**src/sv/tti_div.sv**
```systemverilog
// Restoring divider, one quotient bit per cycle, numerator taken MSB first
`timescale 1ns / 1ps
module tti_div #(
  parameter int NUM_W = 55,
  parameter int DEN_W = 36
) (
  input  logic                       clk,
  input  logic                       rst_n,
  input  logic                       start,
  input  logic [$clog2(NUM_W+1)-1:0] steps,
  input  logic [NUM_W-1:0]           num,
  input  logic [DEN_W-1:0]           den,
  output logic                       done,
  output logic [NUM_W-1:0]           quot,
  output logic                       rem_nz
);
  localparam int CW = $clog2(NUM_W + 1);

  logic [CW-1:0]    cnt_r;
  logic             done_r;
  logic [NUM_W-1:0] num_r;
  logic [NUM_W-1:0] quo_r;
  logic [DEN_W-1:0] den_r;
  logic [DEN_W-1:0] rem_r;

  logic [DEN_W:0]   trial;
  logic [DEN_W:0]   diff;
  logic             ge;

  assign trial = {rem_r, num_r[NUM_W-1]};
  assign diff  = trial - {1'b0, den_r};
  assign ge    = (trial >= {1'b0, den_r});

  always_ff @(posedge clk) begin
    if (!rst_n) begin
      cnt_r  <= '0;
      done_r <= 1'b0;
    end else begin
      done_r <= 1'b0;
      if (start) begin
        cnt_r <= steps;
      end else if (cnt_r != '0) begin
        cnt_r <= cnt_r - 1'b1;
        if (cnt_r == CW'(1)) begin
          done_r <= 1'b1;
        end
      end
    end
  end

  always_ff @(posedge clk) begin
    if (start) begin
      num_r <= num;
      den_r <= den;
      rem_r <= '0;
      quo_r <= '0;
    end else if (cnt_r != '0) begin
      num_r <= {num_r[NUM_W-2:0], 1'b0};
      quo_r <= {quo_r[NUM_W-2:0], ge};
      rem_r <= ge ? diff[DEN_W-1:0] : trial[DEN_W-1:0];
    end
  end

  assign done   = done_r;
  assign quot   = quo_r;
  assign rem_nz = |rem_r;
endmodule

```
**config.mk**
```make
export PLATFORM = sky130hd
export DESIGN_NAME = tti_div
export DESIGN_NICKNAME = d
export VERILOG_FILES = /design/src/sv/tti_div.sv
export SDC_FILE = /design/constraint.sdc
export NUM_CORES = 1
export LEC_CHECK = 0
export BUFFER_PORTS_ARGS = -buffer_cell sky130_fd_sc_hd__clkbuf_2
export CORE_MARGIN = 2
export CORE_UTILIZATION = 50
export DETAILED_ROUTE_END_ITERATION = 8
export PLACE_DENSITY_LB_ADDON = 0.2
export SETUP_SLACK_MARGIN = 0.2
export SLEW_MARGIN = 10
export SYNTH_ARGS = -nofsm -noshare
export SYNTH_HDL_FRONTEND = slang
export SYNTH_SLANG_ARGS = --single-unit
```
**constraint.sdc**
```tcl
create_clock -name clk -period 2.9 [get_ports clk]
set_clock_uncertainty 0.2 [all_clocks]
set_input_delay 0.435 -clock clk [delete_from_list [all_inputs] [get_ports clk]]
set_output_delay 0.435 -clock clk [all_outputs]
set_load 0.05 [all_outputs]
```
==> metrics.txt <==
outcome=completed; TNS Setup=0 ns; r2r setup slk=0.19 ns; Finished Core Util=66.4%; largest cells by area after synthesis=edfxtp_1 30%, dfxtp_1 22%, mux2_2 7.1%; DRT Wirelength=21.5 mm; Synth Instances=826; worst hold path type=in -> reg; Avg Cell Area, Syn=10.9 µm²; Max Cap Viol=0; CTS H-tree lvls=4; area of the multi-input gates=0.00451 mm²; pwr/cell area=540 mW/mm²; vias in the first global route=7018; Clock Tree Root=clkbuf_16; CTS Buf Count=17; drt drc=0; GPL Wtd Cong=0.924; worst skew pair latency=0.44 ns; pre-CTS WS=-0.0440 ns; share of cells above drive strength 1=36.0%; core area=0.0178 mm²; final worst slack=0.190 ns; ANT nets after route=0; boundary pin count=157; Initial DRT Pass Iterations=6; filler cell count=1407; Critical Path Start Type=flip-flop; total die area=0.0192 mm²; CP max-delay cell=edfxtp_1; Slew @ Worst Pin=0.998 ns; Initial DRC Count=468; final hold viol count=0; die width=138 µm; RSZ-0062 raised after global routing=yes; Ys Warns=0; hold path start=steps[5]; synth unique cells=59; Crit. Startpoint=den_r[1]; cell taking the most area after synthesis=edfxtp_1; CP top delay family=compound AO/OA/AOI/OAI gates; largest net degree at the start of global routing=92; Setup Crit Path Kind=reg -> reg; diode count=0; Clk pin slew, worst setup/hold paths=0.07 ns; Main synth FF type=dfxtp_1; Die H=138 µm; vias per cell=5.48; Buffers & Inverters on Critical Path=2; top-count cell post-synth=dfxtp_1; synthesis-to-layout area growth=31.0%; first-pass GRT wire length=35.1 mm; Starting Density=50.7%; Max VDD drop=0.435 mV; Slew HR=33.5%; row cnt=49; CP Capture Type=flip-flop; Yosys reg bits=189; Slew Viols, Final=0; vias=7079; DR WL/cell=16.7 µm; GR Util All Layers=22.3%; Worst Path Arrival=2.88 ns; CTS tree=yes; final cell count without fillers=1291; Layout Nets=1188; top cell type's share of synthesized area=30.2%; ys async rst share=0%; sequential area share after synthesis=51.9%; initial antenna violation count=0; total gr overflow=0; # clock sinks=189; crit-path cells=buf_4 > fa_2 > nor2b_1 > o31a_1 > a21oi_2 > nand2_1 > o21ai_1 > buf_4 > o21bai_2 > a41oi_1 > xor2_1 > o21ai_1; LEAKAGE=4.84 nW; Mapped Area=0.00904 mm²; FF-to-FF Start=den_r[1]; Syn Nets=965; Tot Pwr=6.40 mW; Reg area=0.00470 mm²; Required @ worst endpoint=3.07 ns; dpl hpwl=14.4 mm; min Tclk post-route=2.71 ns; Max Fanout on Critical Path=3; Port Buffers=156; placed cell count=1211; Finish-stage setup viols=0; CP peak stage delay=0.43 ns; final period utilization=93.5%; Post-synth EDFFs=91; fmax=369 MHz; Commonest cells post-synth=98 x dfxtp_1, 91 x edfxtp_1, 71 x nand2_1; clock buffer depth=2
==> stage by stage <==
stage / area [µm²] / hold WS, ns
final: 11800 / 0.0495
after global routing: 11800 / 0.0682
after CTS: 11600 / 0.0335
after detailed placement: 10300 / 0.260
after global placement: 10300 / 0.248
after floorplan: 9120 / 0.257
==> state kept, by name (all words and copies together) (netlist names) <==
register	flops
den_r	36
quot	55
done	1
cnt_r	6
num_r	55
rem_r	36
==> layer usage <==
layer	GRT usage, %	up-vias	wire length [µm]
met1	30.2	3382	9800
met2	35.7	193	10100
met5	0	-	0
met3	5.89	26	1260
li1	-	3478	-
met4	6.50	0	329
==> worst reg2reg max path, stage by stage (launching register included) <==
cell and delay (ns):
edfxtp_1 0.43, buf_4 0.17, fa_2 0.40, nor2b_1 0.17, o31a_1 0.23, a21oi_2 0.09, nand2_1 0.10, o21ai_1 0.07
buf_4 0.15, o21bai_2 0.20, a41oi_1 0.16, xor2_1 0.17, o21ai_1 0.11
==> logic make-up (layout without fill, tap and decap cells) <==
| kind of cell | Yosys count | count (layout) | synth area share, % |
|---|---|---|---|
| adders and majority gates | 39 | 39 | 5.48 |
| buffers and inverters | 88 | 324 | 4.01 |
| xor gates and xnor gates | 34 | 34 | 3.30 |
| AOI/OAI and AO/OA | 225 | 225 | 17.2 |
| and+or+nand+nor | 177 | 177 | 9.11 |
| muxes | 74 | 74 | 8.99 |
| DFF | 189 | 189 | 51.9 |
==> cells in the final DEF, fill, tap and decap left out, drive strengths merged, types with 5 or more instances in the layout <==
cell	n
clkinv	5
inv	56
buf	52
nor4	12
dfxtp	98
nor2	41
nand4	11
a22o	56
nand3	9
nand2b	5
o21bai	7
xnor2	21
clkbuf	174
mux2i	17
a22oi	7
o21ai	63
xor2	13
a21boi	6
nor3	8
dlygate4sd3	36
mux2	57
a21oi	45
ha	38
nand2	72
a21o	6
and2	5
edfxtp	91
a32oi	8
==> report_power, final <==
part / leakage, nW / switching, mW / internal (mW)
Sequential: 1.72 / 0.0770 / 3.05
Combinational: 2.84 / 0.529 / 0.424
Clock: 0.288 / 1.13 / 1.19
Total: 4.84 / 1.73 / 4.66
==> what timing repair did <==
item	CTS	global route
resized for setup	56	56
hold buffers	36	0
setup endpoints to repair	37	38
buffers inserted	6	5
cloned	0	1
pin swaps	7	16
hold endpoints to repair	36	0
==> cell type report <==
cell class / count / area share [%]
Clock inverter: 13 / 1.03
Multi-Input combinational cell: 549 / 38.1
Sequential cell: 189 / 39.7
Timing Repair Buffer: 243 / 13.3
Inverter: 49 / 1.59
Clock buffer: 19 / 3.84
Tap cell: 229 / 2.42
==> worst paths after layout <==
| path | end | depth (start not counted) |
|---|---|---|
| setup / recovery | rem_r[34] | 12 |
| hold / removal | cnt_r[5] | 3 |
| setup reg to reg | rem_r[34] | 12 |
| hold reg to reg | quot[0] | 2 |
Power figures use the tool's default switching activity.
