[src/sv/tti_ram.sv]
// Generic single-write, single-read RAM with registered read data
`timescale 1ns / 1ps
module tti_ram #(
  parameter int WIDTH = 24,
  parameter int DEPTH = 16
) (
  input  logic                     clk,
  input  logic                     we,
  input  logic [$clog2(DEPTH)-1:0] waddr,
  input  logic [WIDTH-1:0]         wdata,
  input  logic [$clog2(DEPTH)-1:0] raddr,
  output logic [WIDTH-1:0]         rdata
);
  logic [WIDTH-1:0] mem [DEPTH];

  always_ff @(posedge clk) begin
    if (we) begin
      mem[waddr] <= wdata;
    end
    rdata <= mem[raddr];
  end
endmodule

[config.mk]
export PLATFORM = sky130hd
export DESIGN_NAME = tti_ram
export DESIGN_NICKNAME = d
export VERILOG_FILES = /design/src/sv/tti_ram.sv
export SDC_FILE = /design/constraint.sdc
export NUM_CORES = 1
export LEC_CHECK = 0
export ABC_AREA = 1
export BUFFER_PORTS_ARGS = -buffer_cell sky130_fd_sc_hd__buf_2
export CORE_MARGIN = 5
export CORE_UTILIZATION = 45
export CTS_BUF_LIST = sky130_fd_sc_hd__clkbuf_8
export DETAILED_ROUTE_END_ITERATION = 16
export PLACE_DENSITY = 0.58
export SYNTH_ARGS = -nofsm -noshare
export SYNTH_HDL_FRONTEND = slang
export SYNTH_SLANG_ARGS = --single-unit
[constraint.sdc]
create_clock -name clk -period 2.8 [get_ports clk]
set_clock_uncertainty 0.15 [all_clocks]
set_input_delay 0.28 -clock clk [delete_from_list [all_inputs] [get_ports clk]]
set_output_delay 0.28 -clock clk [all_outputs]
set_load 0.005 [all_outputs]
==> metrics, run 1 <==
initial core utilization=45.3%; Slew HR=42.6%; P_int=between 9000 and 10000 uW; Vias/cell=4.87; final routed DRC violation total=0; vias in the first global route=10900; DR vias=11000; num rows=71; setup tns final=0 ps; global route total overflow=0; sequential cell area=~12000 sq um; first-pass GRT wire length=around 63000 um; CP Depth=1; peak supply drop=0.333 mV; TritonCTS clock tree=yes; leakage power=0.00837 uW; Tcrit/Tclk final=a little under three fifths; simple-gate share of the synthesized area=20.3%; layout filler cell count=3314; Setup crit end=rdata[2]; post-synthesis compound-gate area fraction=0%; register area share after synthesis=70.9%; Pre-antenna DRT Iters=5; per-cell routed wire length=18.2 um; nature of the critical path startpoint=flip-flop; Die Wd=slightly above 200 um; unrepaired setup endpoints after global routing=false; final max-slew violation count=0; number of H-tree levels=3; critical path, cell by cell=buf_2; initial DRC count=773; combinational power share=6.8%; placed wire-length estimate=around 23000 um; die height=204 um; Worst-Skew Late Latency=560 ps; switching pwr=2880 uW; Worst Setup SP=rdata[2]; post-synthesis cell type count=12; WS Path Type=reg2out; Syn Area/Cell=10.6 sq um; initial antenna violation count=0; commonest non-fill, non-tap cell in the layout=nand2_1; total track usage=approximately 20%; Final Wtd Congestion=0.815; Post CTS Setup Buffer Count=0; number of diodes=0; Routed WL=41300 um; PD cells=636 nW/um^2; fin crit period=1540 ps; Syn Inst Count=roughly 1600; Root Buffer=clkbuf_8; die footprint=41700 sq um; worst r2r src=mem[5][20]; clock sinks=408; most frequent cells in the layout=nand2_1, edfxtp_1, inv_1; Flop pwr share=between 50% and 60%; post-synthesis mux area share=0%; FF-to-FF End=rdata[20]; Buf+Inv Stages, Crit Path=1; Area Growth Syn to Fin=14.8%; Clk pwr share=37.7%; Worst-Margin Slew=859 ps; Req. time, crit path=2370 ps; crit path max-delay cell type=dfxtp_1; fin util=between 50% and 60%; critical path arrival=1110 ps; largest delay contributor family on the critical path=flip-flops; Max Clk Rate=approximately 0.65 GHz; Overall Power=12400 uW; Hold/Removal Path Class=in2reg; Final Non-Filler Cells=2263; # nets final=1736; Post-Synth XOR/XNOR Area=0%; Final ANT Viol Nets=0; Sw Ratio=23.2%; Synth Net Count=1631; Final Hold Viols=0; Adder-Cell Fraction of Synth Area=0%; dpl cells=2120; Yosys reg bits=408; status=complete, no violations; CP max stage delay=400 ps; Multi-input gate area=3560 sq um; IO Count=slightly below 60; peak fanout along the critical path=1; yosys warns=0; Worst Reg2Reg Path Length in Cells=6; worst reg2reg setup slack=1610 ps; port bufs=57; share of layout cells above drive strength 1=between 10 and 15%; largest family of logic cells by synthesized area=simple AND/OR/NAND/NOR gates; Clock Path Buffers=3; clock slew at reported path FFs=60 ps; synthesized cell area=roughly 17000 sq um; CP endpoint kind=primary output; area of the core=37400 sq um; largest net degree at the start of global routing=97; final setup violation count=0; total CTS buffers=67; maxcap violations=0
metal layers:
metal  up-vias  part of all wire [%]  global-route usage [%]
met2       290                    49                    33.0
li1       5364                     -                       -
met4         0                   2.2                    5.96
met5         -                     0                       0
met3        65                   5.1                    3.14
met1      5299                    44                    27.3
sequential cells by signal (all words and copies together) (netlist names):
register and cells:
rdata 24, mem 384
per-stage QoR:
stage | worst slack (ps) | area (sq um) | hold slack (ps)
6_report | 1260 | 19500 | 89.0
5_1_grt | 1210 | 19500 | 100
4_1_cts | 1200 | 19500 | 34.7
3_5_place_dp | 661 | 18000 | 505
3_3_place_gp | 675 | 18000 | 499
2_1_floorplan | 724 | 17000 | 229
logic make-up after synthesis:
logic type	Yosys count
buf+inv	372
flops	408
simple gates	817
worst min-delay path by stage:
stage,from,endpoint,slack (ps),cells after the start
after floorplan,wdata[0],mem[0][0],230,0
after global placement,mem[6][18],rdata[18],500,6
after detailed placement,mem[2][15],rdata[15],500,6
after CTS,raddr[0],rdata[4],30,6
after global routing,raddr[2],rdata[6],100,4
final,raddr[0],rdata[4],90,6
power groups by stage:
stage,Combinational [uW],Sequential (uW),Clock (uW)
after floorplan,446,6990,0
after CTS,854,6870,4810
after detailed placement,824,7000,0
after global placement,817,7000,0
final,843,6870,4670
after global routing,935,6880,5110
repair_timing:
| item | CTS | global route |
|---|---|---|
| endpoints found under the hold margin | 384 | 0 |
| gates resized for setup | 0 | 0 |
| hold buffers | 24 | 0 |
cell usage after synthesis:
cell type    n  share of area, %
buf_2       44               1.3
nand3_1    289               8.5
edfxtp_1   384                68
inv_2        2             0.044
buf_4       14              0.62
nand2_1    509                11
inv_1      292               6.5
nand3b_1     2             0.089
buf_1        8              0.18
dfxtp_1     24               2.8
clkbuf_1    12              0.27
nor2_1      17              0.38
cell type report:
cell class	count	area share, %
Clock buffer	74	5.24
Inverter	294	5.70
Multi-Input combinational cell	817	18.3
Timing Repair Buffer	114	4.79
Sequential cell	408	61.7
Clock inverter	45	0.965
Tap cell	511	3.29
(Power assumes the default switching activity.)
==> inputs of run 2 (changes only) <==
- ABC_AREA: 1 -> 0
- PLACE_DENSITY: 0.58 -> 0.6
- clock period: 2.8 -> 1.3 ns (I/O delays scaled with it)
==> metrics, run 2 <==
EDFF count, synth=384; maxcap violations=0; Clock Path Buffers=3; number of H-tree levels=3; initial antenna violation count=2; Vias/cell=5.34; FF-to-FF End=rdata[6]; global route total overflow=0; final worst setup slack=-107 ps; cell type with the highest aggregate area in the netlist=edfxtp_1; total CTS buffers=67; status=complete, but fails checks; final instance area=18600 sq um; critical path, cell by cell=mux4_2 > a22oi_1 > nand2_1; share of layout cells above drive strength 1=between 40% and 50%; Routed WL=~32000 um; CP max stage delay=approximately 500 ps; peak fanout along the critical path=1; PD cells=1470 nW/um^2; layout filler cell count=2386; Hold/Removal Path Class=in2reg; DR vias=7035; Worst Hold Depth=4; Slew HR=80.9%; worst reg2reg setup slack=-110 ps; critical path arrival=~1700 ps; port bufs=57; register area share after synthesis=approximately 80%; Worst Setup SP=mem[3][6]; Area Growth Syn to Fin=24.9%; sequential cell area=12000 sq um; Final ANT Viol Nets=0; yosys warns=0; first-pass GRT wire length=48400 um; most instantiated cells after synthesis=edfxtp_1, mux4_2, a22oi_1; post-synth top area share=77.2%; die height=192 um; # nets final=852; peak supply drop=about 1.2 mV; failing checks=negative setup slack; largest net degree at the start of global routing=25; Post-synth top flop=edfxtp_1; Async S/R FF share, synth=0%; leakage power=just over 0.006 uW; Multi-input gate area=3120 sq um; final max-slew violation count=0; area of the core=32600 sq um; Buf+Inv Stages, Crit Path=0; Syn Area/Cell=23.5 sq um; clock slew at reported path FFs=60 ps; Die Wd=approximately 190 um; Post-DP Area=16700 sq um; Worst Reg2Reg Path Length in Cells=3; Final Wtd Congestion=0.745; CP endpoint kind=flip-flop; Worst-Margin Slew=287 ps; final routed DRC violation total=0; top-count cell post-synth=edfxtp_1; unrepaired setup endpoints after global routing=true; initial core utilization=45.8%; Largest regs=mem: 384 flops, rdata: 24 flops; Pre-antenna DRT Iters=5; Syn Inst Count=~640; die footprint=about 37000 sq um; largest delay contributor family on the critical path=multiplexers; worst r2r src=mem[3][6]; commonest non-fill, non-tap cell in the layout=edfxtp_1; nature of the critical path startpoint=flip-flop; Synth Net Count=670; Setup crit end=rdata[6]; Max Clk Rate=approximately 0.7 GHz; setup tns final=-1430 ps; fin crit period=~1400 ps; Worst-Skew Late Latency=570 ps; post-synthesis cell type count=16; worst hold slack=52.3 ps; synthesized cell area=14900 sq um; Req. time, crit path=about 1600 ps; CP Depth=3; max reg flops=384; clock sinks=between 400 and 500; IO Count=58; most frequent cells in the layout=edfxtp_1, mux4_2, clkbuf_8; placed wire-length estimate=around 18000 um; total track usage=about 18%; fin util=57.2%; initial DRC count=433; crit path max-delay cell type=mux4_2; WS Path Type=reg2reg; Yosys reg bits=408; final setup violation count=25; largest register by flop count=mem; Final Hold Viols=0; vias in the first global route=7780; Tcrit/Tclk final=108%; num rows=66; per-cell routed wire length=24.1 um; Root Buffer=clkbuf_8; synth top area cells=edfxtp_1, mux4_2, dfxtp_1; TritonCTS clock tree=yes
-- run 2: cell count changes in the layout (fill, tap and decap cells not counted), moves of 5 or more --
cell and delta:
a22oi_1 +9, a22oi_2 +39, buf_12 +25, buf_2 -13, buf_4 +5, buf_6 +13, dfxtp_1 -16, dfxtp_2 +15
inv_1 -295, mux4_2 +96, nand2_1 -486, nand3_1 -289
-- run 2: layer usage --
layer  GRT usage, %  share of wire, %
met5              0                 0
met4           4.85               1.5
met3           3.73               6.0
met2           29.8                51
met1           24.2                42
-- run 2: stage by stage --
| stage | setup WS [ps] | total power, uW | instances |
|---|---|---|---|
| CTS | -106 | 27700 | 1315 |
| global placement | -373 | 16500 | 1165 |
| global route | -170 | 28600 | 1317 |
| detailed placement | -397 | 16500 | 1165 |
| floorplan | -499 | 15800 | 636 |
| finish | -107 | 27400 | 1317 |
-- run 2: how the worst min path moves through the flow --
stage / start / endpoint / slack [ps]
finish: waddr[3] / mem[15][7] / 50
global route: waddr[3] / mem[15][7] / 40
CTS: raddr[2] / rdata[1] / 10
detailed placement: rdata[4] / rdata[4] / 360
global placement: wdata[1] / mem[13][1] / 340
floorplan: wdata[0] / mem[0][0] / 80
-- run 2: power breakdown --
group	switching (uW)	total, uW	internal [uW]
logic	833	1650	818
registers	99.9	14800	14700
clock network	4910	10900	6040
total	5840	27400	21600
-- run 2: logic make-up (layout without fill, tap and decap cells) --
family	Yosys count	count (layout)	share of synthesized area (%)
AOI/OAI and AO/OA	48	48	2.41
buffers and inverters	33	270	1.16
DFF	408	408	80.4
muxes	96	96	14.5
other	0	2	0
and+or+nand+nor	51	51	1.49
-- run 2: timing repair --
action,CTS,global route
gates resized for setup,47,23
hold buffers,26,0
endpoints found under the hold margin,406,0
setup endpoints to repair,44,53
pin swaps,47,10
buffers inserted,0,0
-- run 2: layout make-up --
type                       instances  area share (%)
antenna                            2          0.0268
clock buffer                      76            5.61
clock inverter                    48            1.70
multi-input combinational        195            16.7
sequential                       408            64.5
tap                              442            2.97
timing repair buffer             146            8.43
-- run 2: worst register-to-register path, delay by kind of cell (launching register included) --
kind | cells | cell delay (ps)
and+or+nand+nor | 1 | 70
muxes | 1 | 510
DFF | 1 | 380
AOI/OAI and AO/OA | 1 | 190
